## src/design/tcmp_pkg.sv

```systemverilog
package tcmp_pkg;

    // default table depth (entries of 16-bit samples)
    localparam int TCMP_TABLE_DEPTH = 1024;

    // command queue between front and back
    localparam int QUEUE_DEPTH = 4;

    // operation codes
    localparam logic [1:0] OP_TICK    = 2'd0;
    localparam logic [1:0] OP_LOAD    = 2'd1;
    localparam logic [1:0] OP_RESTART = 2'd2;

    // register indexes
    localparam logic [1:0] REG_TONE_LEN    = 2'd0;
    localparam logic [1:0] REG_SILENCE_LEN = 2'd1;
    localparam logic [1:0] REG_TABLE_LEN   = 2'd2;

    // register reset values
    localparam logic [15:0] TONE_LEN_RST    = 16'd0;
    localparam logic [15:0] SILENCE_LEN_RST = 16'd4000;
    localparam logic [10:0] TABLE_LEN_RST   = 11'd1;

    localparam logic [7:0]  SILENCE_CODE = 8'hFF;
    localparam logic [15:0] MU_BIAS      = 16'h0084;
    localparam logic [14:0] MU_CLIP      = 15'd32635;

    typedef struct packed {
        logic [1:0]         operation;
        logic [9:0]         table_addr;
        logic signed [15:0] table_word;
    } t_in;

    typedef struct packed {
        logic [7:0] mulaw_sample;
        logic       in_tone;
    } t_out;

    // per-command control carried through the queue
    typedef struct packed {
        logic is_load;
        logic in_tone;
    } t_cmd_ctl;

    // sample >>> 2, then G.711 mu-law
    function automatic logic [7:0] mulaw_encode(input logic [15:0] raw);
        logic [13:0] v;
        logic [14:0] vx;
        logic [14:0] mag;
        logic [15:0] m;
        logic [7:0]  top;
        logic [2:0]  ex;
        logic [3:0]  mant;
        logic        sign;
        v    = raw[15:2];
        sign = v[13];
        vx   = {v[13], v};
        mag  = sign ? (~vx + 15'd1) : vx;
        if (mag > MU_CLIP) begin
            mag = MU_CLIP;
        end
        m   = 16'(mag) + MU_BIAS;
        top = m[14:7];
        ex  = 3'd0;
        for (int i = 1; i < 8; i++) begin
            if (top[i]) begin
                ex = 3'(i);
            end
        end
        mant = 4'(m >> (5'(ex) + 5'd3));
        return ~{sign, ex, mant};
    endfunction

endpackage

```

## src/design/tcmp_queue.sv

```systemverilog
module tcmp_queue
    import tcmp_pkg::*;
#(
    parameter int W     = 8,
    parameter int DEPTH = QUEUE_DEPTH
) (
    input  logic         i_clk,
    input  logic         i_rst_n,
    input  logic         i_push,
    input  logic [W-1:0] i_data,
    input  logic         i_pop,
    output logic         o_valid,
    output logic         o_full,
    output logic [W-1:0] o_data
);

    localparam int PW = (DEPTH > 1) ? $clog2(DEPTH) : 1;
    localparam int CW = $clog2(DEPTH + 1);

    logic [W-1:0]  r_slot [DEPTH];
    logic [PW-1:0] r_wr_ptr;
    logic [PW-1:0] r_rd_ptr;
    logic [CW-1:0] r_count;

    assign o_valid = (r_count != '0);
    assign o_full  = (r_count == CW'(DEPTH));
    assign o_data  = r_slot[r_rd_ptr];

    always_ff @(posedge i_clk) begin
        if (!i_rst_n) begin
            r_wr_ptr <= '0;
            r_rd_ptr <= '0;
            r_count  <= '0;
        end else begin
            if (i_push) begin
                r_wr_ptr <= (r_wr_ptr == PW'(DEPTH - 1)) ? '0 : r_wr_ptr + PW'(1);
            end
            if (i_pop) begin
                r_rd_ptr <= (r_rd_ptr == PW'(DEPTH - 1)) ? '0 : r_rd_ptr + PW'(1);
            end
            if (i_push && !i_pop) begin
                r_count <= r_count + CW'(1);
            end else if (!i_push && i_pop) begin
                r_count <= r_count - CW'(1);
            end
        end
    end

    always_ff @(posedge i_clk) begin
        if (i_push) begin
            r_slot[r_wr_ptr] <= i_data;
        end
    end

endmodule

```

## config.mk

```make
export PLATFORM = sky130hd
export DESIGN_NAME = tcmp_queue
export DESIGN_NICKNAME = d
export VERILOG_FILES = /design/src/design/tcmp_pkg.sv /design/src/design/tcmp_queue.sv
export SDC_FILE = /design/constraint.sdc
export NUM_CORES = 1
export LEC_CHECK = 0
export ABC_CLOCK_PERIOD_IN_PS = 1700
export BUFFER_PORTS_ARGS = -buffer_cell sky130_fd_sc_hd__buf_2
export CAP_MARGIN = 20
export CORE_ASPECT_RATIO = 0.75
export CORE_UTILIZATION = 55
export CTS_CLUSTER_DIAMETER = 60
export DETAILED_ROUTE_END_ITERATION = 8
export PLACE_DENSITY = 0.77
export SETUP_SLACK_MARGIN = 0.4
export SLEW_MARGIN = 10
export SYNTH_ARGS = -nofsm -noshare
export SYNTH_HDL_FRONTEND = slang
export SYNTH_SLANG_ARGS = --single-unit
```

## constraint.sdc

```tcl
create_clock -name i_clk -period 1.7 [get_ports i_clk]
set_input_delay 0.255 -clock i_clk [delete_from_list [all_inputs] [get_ports i_clk]]
set_output_delay 0.255 -clock i_clk [all_outputs]
set_load 0.02 [all_outputs]
```

==> key figures <==
Die
  • Initial Utilization: 59.8%
  • Die width: 64.6 um
  • Core area: between 0.002 and 0.003 mm^2
  • # IOs: 22
  • Core Rows: 16
  • DIE AREA: 0.00316 mm^2
  • Die H: about 49 um

Synthesis
  • Largest family of logic cells by synthesized area: multiplexers
  • Synth Area in Compound Gates: 1.24%
  • Synth cell types: 20
  • Post-synthesis sequential area ratio: 70.6%
  • Syn avg cell area: 18.8 um^2
  • Simple-Gate Fraction of Synth Area: 5.65%
  • Mapped Cells: 86
  • Post-Synth XOR/XNOR Area: 1.08%
  • Post-synthesis sequential element count: roughly 40
  • Post-Synth Adder-Cell Area: approximately 5.9%
  • Post-Syn Area: 0.00162 mm^2
  • Syn_nets: between 100 and 150
  • Yosys warning count: 0
  • Mux cell area share after synthesis: 13.6%

Worst setup path
  • Worst reg2reg startpoint: r_count[0]
  • R2R setup slack: 0.34 ns
  • Req. time, crit path: 1.44 ns
  • Critical Path End Type: output pin
  • Worst-path maximum fanout: 8
  • Worst R2R End: r_count[2]
  • CP arrival: 1.45 ns
  • CP max stage delay: 0.52 ns
  • Crit-path slowest cell: mux4_2
  • Crit start category: flip-flop
  • Crit path cell chain: buf_12 -> mux4_2 -> buf_6
  • Worst r2r path cells: 4
  • Kind of critical path: reg2out

Clock network
  • Total CTS buffers: 5
  • Hold buffer count at cts: 0
  • CTS tree: done
  • Max clock buf depth: 2
  • CTS sink cnt: 41
  • Clock-pin transition on the worst setup and hold timing paths: 0.08 ns
  • H-tree levels: 2
  • CTS Root Buffer Type: clkbuf_8
  • Clock latency on the worst-skew pair: 0.29 ns

Drt
  • DR WL/cell: 17.9 um
  • DRT antenna net count: 0
  • Routed wire length: 2.74 mm
  • Vias per cell: 5.40
  • Post-route DRC: 0
  • Vias: 826
  • DRT iter0 DRCs: 28
  • Drt pass-1 iters: 4

STA
  • Final worst slack: -0.00755 ns
  • Crit share post-route: 100%
  • Fin crit period: between 1.5 and 2 ns
  • RSZ-0062 raised after global routing: yes
  • Worst rel slew slack: 73.0%
  • FMAX: 586 MHz
  • Skew final: 0.00453 ns
  • Final Hold Fails: 0
  • Setup violations, final: 2
  • Min Hold Slack: between 0.15 and 0.2 ns
  • Final Max Slew Viols: 0
  • Worst slew pin tran: 0.404 ns

Hold path
  • Hold Crit Depth: 1
  • Hold Startpoint: i_data[1]
  • Worst Hold Endpoint: r_slot[3][1]
  • Tightest Hold Check Type: in2reg

Status
  • Status: finished, violations left
  • Failing checks: negative setup slack

Placement
  • Placed cell count: 143
  • Area post-placement: 0.00180 mm^2
  • Final Wtd Congestion: 0.732
  • IO buf count: 21
  • Dpl hpwl: 1.72 mm

Layout
  • Nets@finish: ~140
  • Fraction of layout cells with a size suffix above 1: 46.2%
  • Final Core Density: 75.2%
  • Final Cell Area: 0.00203 mm^2
  • Diodes inserted: 0
  • Area delta synth->final: 25.8%
  • Non-Filler Instances: 153

Pwr
  • P_leak: 0.740 nW
  • Cell Pwr Density: 1140 mW/mm^2
  • Peak VDD IR: 760 uV
  • Post-layout power: 2.32 mW

Global route
  • GRT met3 Usage: roughly 6.3%
  • Largest net degree at the start of global routing: 14
  • Top Usage Layer GRT: met2
  • Number of global-route vias before repair: 858
  • Gr ovfl total: 0
  • Met1 Use GR: 25.0%
  • Initial antenna violation count: 0
  • Met2 Use GR: 31.2%
  • Total track usage: 19.7%
  • First-pass GRT wire length: 4.24 mm

Flow run
  • Max-cap viol count: 0
metal layers:
metal | part of all wire (%) | vias to the layer above
met5 | 0 | -
met4 | 2.6 | 0
met3 | 3.9 | 6
met2 | 50 | 26
met1 | 43 | 406
li1 | - | 388
cell usage after synthesis:
master,count,share of area (%)
edfxtp_1,32,59
dfxtp_1,9,11
mux4_2,8,11
ha_1,6,4.6
and2_1,5,1.9
nor2b_1,5,1.9
inv_1,4,0.93
mux2i_1,4,2.5
or3_1,2,0.77
a21boi_1,1,0.46
buf_6,1,0.70
clkbuf_2,1,0.31
fa_1,1,1.2
nor2_1,1,0.23
nor3_1,1,0.31
nor3b_1,1,0.46
o21a_1,1,0.46
o21ai_0,1,0.31
xnor2_1,1,0.54
xor2_1,1,0.54
final cells by class:
type | count | area [um^2]
Multi-Input combinational cell | 39 | 484
Fill cell | 168 | 669
Inverter | 4 | 20.0
Sequential cell | 41 | 1150
Clock inverter | 3 | 41.3
Clock buffer | 5 | 68.8
Timing Repair Buffer | 25 | 224
Tap cell | 36 | 45.0
power by group:
part	switching (mW)	internal [mW]	leakage [nW]	total, mW
registers	0.0389	1.14	0.370	1.18
clock network	0.328	0.432	0.0518	0.760
logic	0.176	0.206	0.319	0.382
state kept, by name, summed over array words and instances (netlist names), named ones only:
signal and flops:
r_count 3, r_rd_ptr 2, r_slot 32, r_wr_ptr 2
cells by family after synthesis:
family                   count (synthesis)
AND/OR/NAND/NOR                         15
AO/OA/AOI/OAI                            3
flip-flops                              41
XOR/XNOR                                 2
buffers and inverters                    6
adder cells (fa/ha/maj)                  7
multiplexers                            12
per-stage QoR:
stage / setup slack (ns) / TNS [ns]
3_5_place_dp: 0.0440 / 0
6_report: -0.00755 / -0.0105
2_1_floorplan: 0.269 / 0
5_1_grt: -0.0409 / -0.264
3_3_place_gp: 0.107 / 0
4_1_cts: -0.0104 / -0.0337
placed cells by master (no fill, tap or decap), drive strengths merged:
cell type,netlist,layout
dfxtp,9,9
a21boi,1,1
ha,6,6
clkbuf,1,5
mux4,8,8
nor2,1,1
mux2i,4,4
buf,1,25
or3,2,2
nor2b,5,5
and2,5,5
clkinv,0,1
o21a,1,1
clkinvlp,0,1
nor3b,1,1
xnor2,1,1
xor2,1,1
inv,4,4
edfxtp,32,32
fa,1,1
o21ai,1,1
bufinv,0,1
nor3,1,1
worst max-delay path: cells and delay by family (launching register included):
family | cells | cell delay, ns
flops | 1 | 0.35
mux | 1 | 0.52
buf+inv | 2 | 0.29
worst max-delay path by stage:
stage                   start         end  depth (start not counted)
CTS                 flip-flop   o_data[4]                          3
global route        flip-flop   o_data[4]                          3
finish              flip-flop   o_data[3]                          3
detailed placement      i_pop  r_count[2]                          8
floorplan               i_pop  r_count[2]                          7
global placement        i_pop  r_count[2]                          8
timing repair:
| item | CTS | global route |
|---|---|---|
| pin swaps | 4 | 2 |
| resized for setup | 28 | 10 |
| setup buffers | 1 | 1 |
| endpoints found under the setup margin | 29 | 19 |
No activity file was read; power rests on OpenSTA's default activity.
