==> src/design/tcmp_pkg.sv <==
package tcmp_pkg;

    // default table depth (entries of 16-bit samples)
    localparam int TCMP_TABLE_DEPTH = 1024;

    // command queue between front and back
    localparam int QUEUE_DEPTH = 4;

    // operation codes
    localparam logic [1:0] OP_TICK    = 2'd0;
    localparam logic [1:0] OP_LOAD    = 2'd1;
    localparam logic [1:0] OP_RESTART = 2'd2;

    // register indexes
    localparam logic [1:0] REG_TONE_LEN    = 2'd0;
    localparam logic [1:0] REG_SILENCE_LEN = 2'd1;
    localparam logic [1:0] REG_TABLE_LEN   = 2'd2;

    // register reset values
    localparam logic [15:0] TONE_LEN_RST    = 16'd0;
    localparam logic [15:0] SILENCE_LEN_RST = 16'd4000;
    localparam logic [10:0] TABLE_LEN_RST   = 11'd1;

    localparam logic [7:0]  SILENCE_CODE = 8'hFF;
    localparam logic [15:0] MU_BIAS      = 16'h0084;
    localparam logic [14:0] MU_CLIP      = 15'd32635;

    typedef struct packed {
        logic [1:0]         operation;
        logic [9:0]         table_addr;
        logic signed [15:0] table_word;
    } t_in;

    typedef struct packed {
        logic [7:0] mulaw_sample;
        logic       in_tone;
    } t_out;

    // per-command control carried through the queue
    typedef struct packed {
        logic is_load;
        logic in_tone;
    } t_cmd_ctl;

    // sample >>> 2, then G.711 mu-law
    function automatic logic [7:0] mulaw_encode(input logic [15:0] raw);
        logic [13:0] v;
        logic [14:0] vx;
        logic [14:0] mag;
        logic [15:0] m;
        logic [7:0]  top;
        logic [2:0]  ex;
        logic [3:0]  mant;
        logic        sign;
        v    = raw[15:2];
        sign = v[13];
        vx   = {v[13], v};
        mag  = sign ? (~vx + 15'd1) : vx;
        if (mag > MU_CLIP) begin
            mag = MU_CLIP;
        end
        m   = 16'(mag) + MU_BIAS;
        top = m[14:7];
        ex  = 3'd0;
        for (int i = 1; i < 8; i++) begin
            if (top[i]) begin
                ex = 3'(i);
            end
        end
        mant = 4'(m >> (5'(ex) + 5'd3));
        return ~{sign, ex, mant};
    endfunction

endpackage

==> src/design/tcmp_front.sv <==
module tcmp_front
    import tcmp_pkg::*;
#(
    parameter int TABLE_DEPTH = TCMP_TABLE_DEPTH
) (
    input  logic                           i_clk,
    input  logic                           i_rst_n,
    input  logic                           i_cfg_we,
    input  logic [1:0]                     i_cfg_idx,
    input  logic [15:0]                    i_cfg_data,
    input  logic                           i_accept,
    input  t_in                            i_in,
    output logic                           o_push,
    output t_cmd_ctl                       o_ctl,
    output logic [$clog2(TABLE_DEPTH)-1:0] o_addr,
    output logic [15:0]                    o_word
);

    localparam int AW = $clog2(TABLE_DEPTH);

    logic [15:0]   r_tone_len;
    logic [15:0]   r_silence_len;
    logic [10:0]   r_table_len;

    logic [AW-1:0] r_idx;
    logic          r_sil;
    logic [15:0]   r_cnt;
    logic [AW-1:0] n_idx;
    logic          n_sil;
    logic [15:0]   n_cnt;

    logic [16:0]   len;
    logic [16:0]   idx_inc;
    logic [16:0]   cnt_inc;
    logic          load_ok;

    // effective table length, capped at depth
    assign len = (17'(r_table_len) > 17'(TABLE_DEPTH)) ? 17'(TABLE_DEPTH)
                                                       : 17'(r_table_len);
    assign idx_inc = 17'(r_idx) + 17'd1;
    assign cnt_inc = 17'(r_cnt) + 17'd1;
    assign load_ok = (17'(i_in.table_addr) < 17'(TABLE_DEPTH));

    always_comb begin
        n_idx  = r_idx;
        n_sil  = r_sil;
        n_cnt  = r_cnt;
        o_push = 1'b0;
        o_ctl  = '0;
        o_addr = r_idx;
        o_word = i_in.table_word;
        if (i_accept) begin
            case (i_in.operation)
                OP_LOAD: begin
                    if (load_ok) begin
                        o_push       = 1'b1;
                        o_ctl.is_load = 1'b1;
                        o_addr       = AW'(i_in.table_addr);
                    end
                end
                OP_RESTART: begin
                    n_idx = '0;
                    n_sil = 1'b0;
                    n_cnt = '0;
                end
                OP_TICK: begin
                    o_push = 1'b1;
                    if (!r_sil && (r_tone_len != '0)) begin
                        o_ctl.in_tone = 1'b1;
                        n_idx = (idx_inc >= len) ? '0 : AW'(idx_inc);
                        if (cnt_inc >= 17'(r_tone_len)) begin
                            if (r_silence_len != '0) begin
                                n_sil = 1'b1;
                            end
                            n_cnt = '0;
                        end else begin
                            n_cnt = cnt_inc[15:0];
                        end
                    end else begin
                        if (cnt_inc >= 17'(r_silence_len)) begin
                            if (r_tone_len != '0) begin
                                n_sil = 1'b0;
                            end
                            n_cnt = '0;
                        end else begin
                            n_cnt = cnt_inc[15:0];
                        end
                    end
                end
                default: ;
            endcase
        end
    end

    always_ff @(posedge i_clk) begin
        if (!i_rst_n) begin
            r_tone_len    <= TONE_LEN_RST;
            r_silence_len <= SILENCE_LEN_RST;
            r_table_len   <= TABLE_LEN_RST;
            r_idx         <= '0;
            r_sil         <= 1'b0;
            r_cnt         <= '0;
        end else begin
            r_idx <= n_idx;
            r_sil <= n_sil;
            r_cnt <= n_cnt;
            if (i_cfg_we) begin
                case (i_cfg_idx)
                    REG_TONE_LEN:    r_tone_len    <= i_cfg_data;
                    REG_SILENCE_LEN: r_silence_len <= i_cfg_data;
                    REG_TABLE_LEN:   r_table_len   <= i_cfg_data[10:0];
                    default: ;
                endcase
            end
        end
    end

endmodule

==> config.mk <==
export PLATFORM = sky130hd
export DESIGN_NAME = tcmp_front
export DESIGN_NICKNAME = d
export VERILOG_FILES = /design/src/design/tcmp_pkg.sv /design/src/design/tcmp_front.sv
export SDC_FILE = /design/constraint.sdc
export NUM_CORES = 1
export LEC_CHECK = 0
export BUFFER_PORTS_ARGS = -buffer_cell sky130_fd_sc_hd__clkbuf_2
export CORE_ASPECT_RATIO = 1.5
export CORE_MARGIN = 5
export CORE_UTILIZATION = 57
export DETAILED_ROUTE_END_ITERATION = 8
export PLACE_DENSITY = 0.81
export SYNTH_ARGS = -nofsm -noshare
export SYNTH_HDL_FRONTEND = slang
export SYNTH_SLANG_ARGS = --single-unit
==> constraint.sdc <==
create_clock -name i_clk -period 3.91 [get_ports i_clk]
set_input_delay 0.9775 -clock i_clk [delete_from_list [all_inputs] [get_ports i_clk]]
set_output_delay 0.9775 -clock i_clk [all_outputs]
set_load 0.01 [all_outputs]
==> results_dict.tcl <==
set metrics [dict create \
    wl_per_cell_um 16.01 \
    wl_um 10940 \
    yosysTopAreaCellShare 0.3150 \
    synth_area_leaders "dfxtp_1 (32%), ha_1 (13%), nand2_1 (8.9%)" \
    grt_pass1_vias 3955 \
    crit_start "r_cnt[0]$_SDFFE_PN0P_" \
    p_seq_frac 0.397 \
    num-nets-final 671 \
    cts.hold.buffers_added 0 \
    clkPwrFrac 0.501 \
    antenna_found_initial 0 \
    instances_no_fill 683 \
    leakagePower_uw 0.002190 \
    synth_area_um2 4448 \
    postCtsSetupRepairBufs 0 \
    dieArea_um2 9706 \
    synthCells 550 \
    synth_commonest_cells "nand2_1 (106), dfxtp_1 (70), ha_1 (45)" \
    critPathArrivalTime_ps 3720 \
    slowest_delay_ps 440 \
    fmax_ghz 0.2855 \
    path_max_fanout 6 \
    initial_core_util 0.5843 \
    slew_violations 0 \
    endpoint "r_cnt[11]$_SDFFE_PN0P_" \
    hold_viol 0 \
    finalSetupViolations 0 \
    synth.most_common_cell "nand2_1" \
    grt_usage 0.2398 \
    dp_hpwl_um 8607 \
    clock_sinks 70 \
    synth.distinct_cells 56 \
    placedCellCount 667 \
    num_rows 39 \
    root_buffer "clkbuf_16" \
    post-route-period-util 0.8957 \
    synth.yosys.warnings 0 \
    rsz0062_at_grt "false" \
    path_cells "ha_1 -> nand3_2 -> or2_2 -> nor2_1 -> xor2_1 -> ha_1 -> and4_1 -> nand2_1 -> a311o_1 -> o31a_1 -> and4b_4 -> o31ai_4 -> nor2_1" \
    area_growth_pct 12.21 \
    endpoint_kind "flop" \
    status "completed" \
    yosysSeqAreaShare 0.3150 \
    grt_start_max_net_pins 43 \
    relSlewSlack 0.3270 \
    cts_tree "done" \
    rrSetupSlack_ps 410 \
    grt_pass1_wl_um 18120 \
    ctsResizeCount 0 \
    antennaDiodeCount 0 \
    grt-ovfl-total 0 \
    synthArstFlopShare 0 \
    clk_pin_slew_worst_paths_ps 60 \
    dr_total_vias 3924 \
    ir_drop_mv 0.3107 \
    ys.flop_type "dfxtp_1" \
    drive_gt1_frac 0.1618 \
    holdCritPathClass "flop to flop" \
    synth-seq-cells 70 \
    core_um2 7612 \
    ant_nets 0 \
    die_w_um 82.13 \
    p_sw_uw 445.0 \
    dr.pass1.iters 4 \
    synth_top_area_cell "dfxtp_1" \
    synth_area_per_cell_um2 8.087 \
    cts_buffer_depth 2 \
    drc_errors 0 \
    internal_power_uw 1434 \
    synth_edf_count 0 \
    drt_iter0_drc 235 \
    p_per_area_nw_per_um2 376.5 \
    timing.final.crit_period_ps 3502 \
    port_buffers 46 \
    h-tree-depth 3 \
    num_io_pins 79 \
    finalHoldWorstSlack_ps 478.4 \
    tns_ps 0 \
    critPathKind "flop to flop" \
    tightest_slew_ps 1005 \
    reg2reg_to "r_cnt[11]$_SDFFE_PN0P_" \
    swShare 0.2368 \
    fin_worst_skew_ps 4.691 \
    die_height_um 118.2 \
    timing.rr.start "r_cnt[0]$_SDFFE_PN0P_" \
    reg2reg_depth 13 \
    cp.required_ps 4130 \
    vias_per_cell 5.745 \
    numCtsBuffers 9 \
    combPwrFrac 0.102 \
    slowest_stage "dfxtp_1" \
    synth_nets 645 \
    clk_latency_ps 340 \
    cap_violations 0 \
    start_kind "flop" \
    gp_congestion 0.9862 \
]
[flip-flops by register name, summed over array words and instances, names as in the netlist]
signal,cells
r_cnt,16
r_table_len,11
r_idx,10
r_tone_len,16
r_sil,1
r_silence_len,16
[power groups by stage]
stage | clock network, uW | logic, uW | registers, uW
6_report | 941 | 192 | 746
5_1_grt | 992 | 211 | 748
4_1_cts | 949 | 191 | 746
3_5_place_dp | 0 | 189 | 762
3_3_place_gp | 0 | 184 | 761
2_1_floorplan | 0 | 143 | 757
[worst max-delay path: cells and delay by family, from the launching register on]
kind | cells | cell delay [ps]
XOR/XNOR | 1 | 350
AND/OR/NAND/NOR | 7 | 1280
flip-flops | 1 | 440
AO/OA/AOI/OAI | 3 | 800
adder cells (fa/ha/maj) | 2 | 490
[worst min path at each step]
stage                                              from                            end  slack (ps)  cells past startpoint
after floorplan             r_table_len[0]$_SDFFE_PN1P_    r_table_len[0]$_SDFFE_PN1P_         440                      2
after global placement      r_table_len[0]$_SDFFE_PN1P_    r_table_len[0]$_SDFFE_PN1P_         460                      2
after detailed placement  r_silence_len[4]$_SDFFE_PN0P_  r_silence_len[4]$_SDFFE_PN0P_         470                      2
after CTS                 r_silence_len[4]$_SDFFE_PN0P_  r_silence_len[4]$_SDFFE_PN0P_         480                      2
after global routing      r_silence_len[1]$_SDFFE_PN0P_  r_silence_len[1]$_SDFFE_PN0P_         510                      2
final                     r_silence_len[4]$_SDFFE_PN0P_  r_silence_len[4]$_SDFFE_PN0P_         480                      2
[through the flow]
| stage | setup WS (ps) | utilization | power (uW) | instance area (um^2) |
|---|---|---|---|---|
| 2_1_floorplan | 950.7 | - | 900.3 | 4448 |
| 3_3_place_gp | 501.1 | 0.6103 | 944.5 | 4646 |
| 3_5_place_dp | 467.7 | 0.6103 | 950.4 | 4646 |
| 4_1_cts | 440.2 | 0.6557 | 1887 | 4991 |
| 5_1_grt | 180.7 | 0.6557 | 1952 | 4991 |
| 6_report | 407.9 | 0.6557 | 1879 | 4991 |
[final cells by class]
class	instances	area, um^2
clock buffer	9	225.2
clock inverter	7	120.1
fill	679	2621
inverter	37	138.9
multi-input combinational	408	2718
sequential	70	1401
tap	102	127.6
timing repair buffer	50	260.3
[kinds of logic (layout without fill, tap and decap cells)]
family                   Yosys count  after routing  share of synthesized area
XOR/XNOR                          28             28                    0.05513
adder cells (fa/ha/maj)           45             45                     0.1266
flip-flops                        70             70                     0.3150
buffers and inverters             72            103                    0.07511
multiplexers                      22             22                    0.05232
AO/OA/AOI/OAI                    105            105                     0.1468
AND/OR/NAND/NOR                  208            208                     0.2290
[placed cells by master, fill, tap and decap left out, types with 3 or more instances in the layout]
cell       count
buf_4          4
o211ai_1      10
mux2_2        10
o21a_1         3
mux2i_1       12
nand2_1      106
clkbuf_2      46
nor2_1        34
bufinv_16      3
o21ai_0       28
nand3b_1       3
and4_1         4
ha_1          45
nand4_1        6
and3_1         7
nor2b_1        6
a21oi_1       41
nor4_1         5
inv_1         35
xnor2_1       13
xor2_1        15
clkbuf_16      9
a211oi_1       3
dfxtp_1       70
nor4_2         4
nand3_1       18
[per-layer routing]
layer	GRT usage	up-vias	routed length [um]
li1	-	1939	-
met1	0.2558	1838	4122
met2	0.4241	116	5795
met3	0.05632	31	599
met4	0.1216	0	418
met5	0	-	0
No activity file was read; power rests on OpenSTA's default activity.
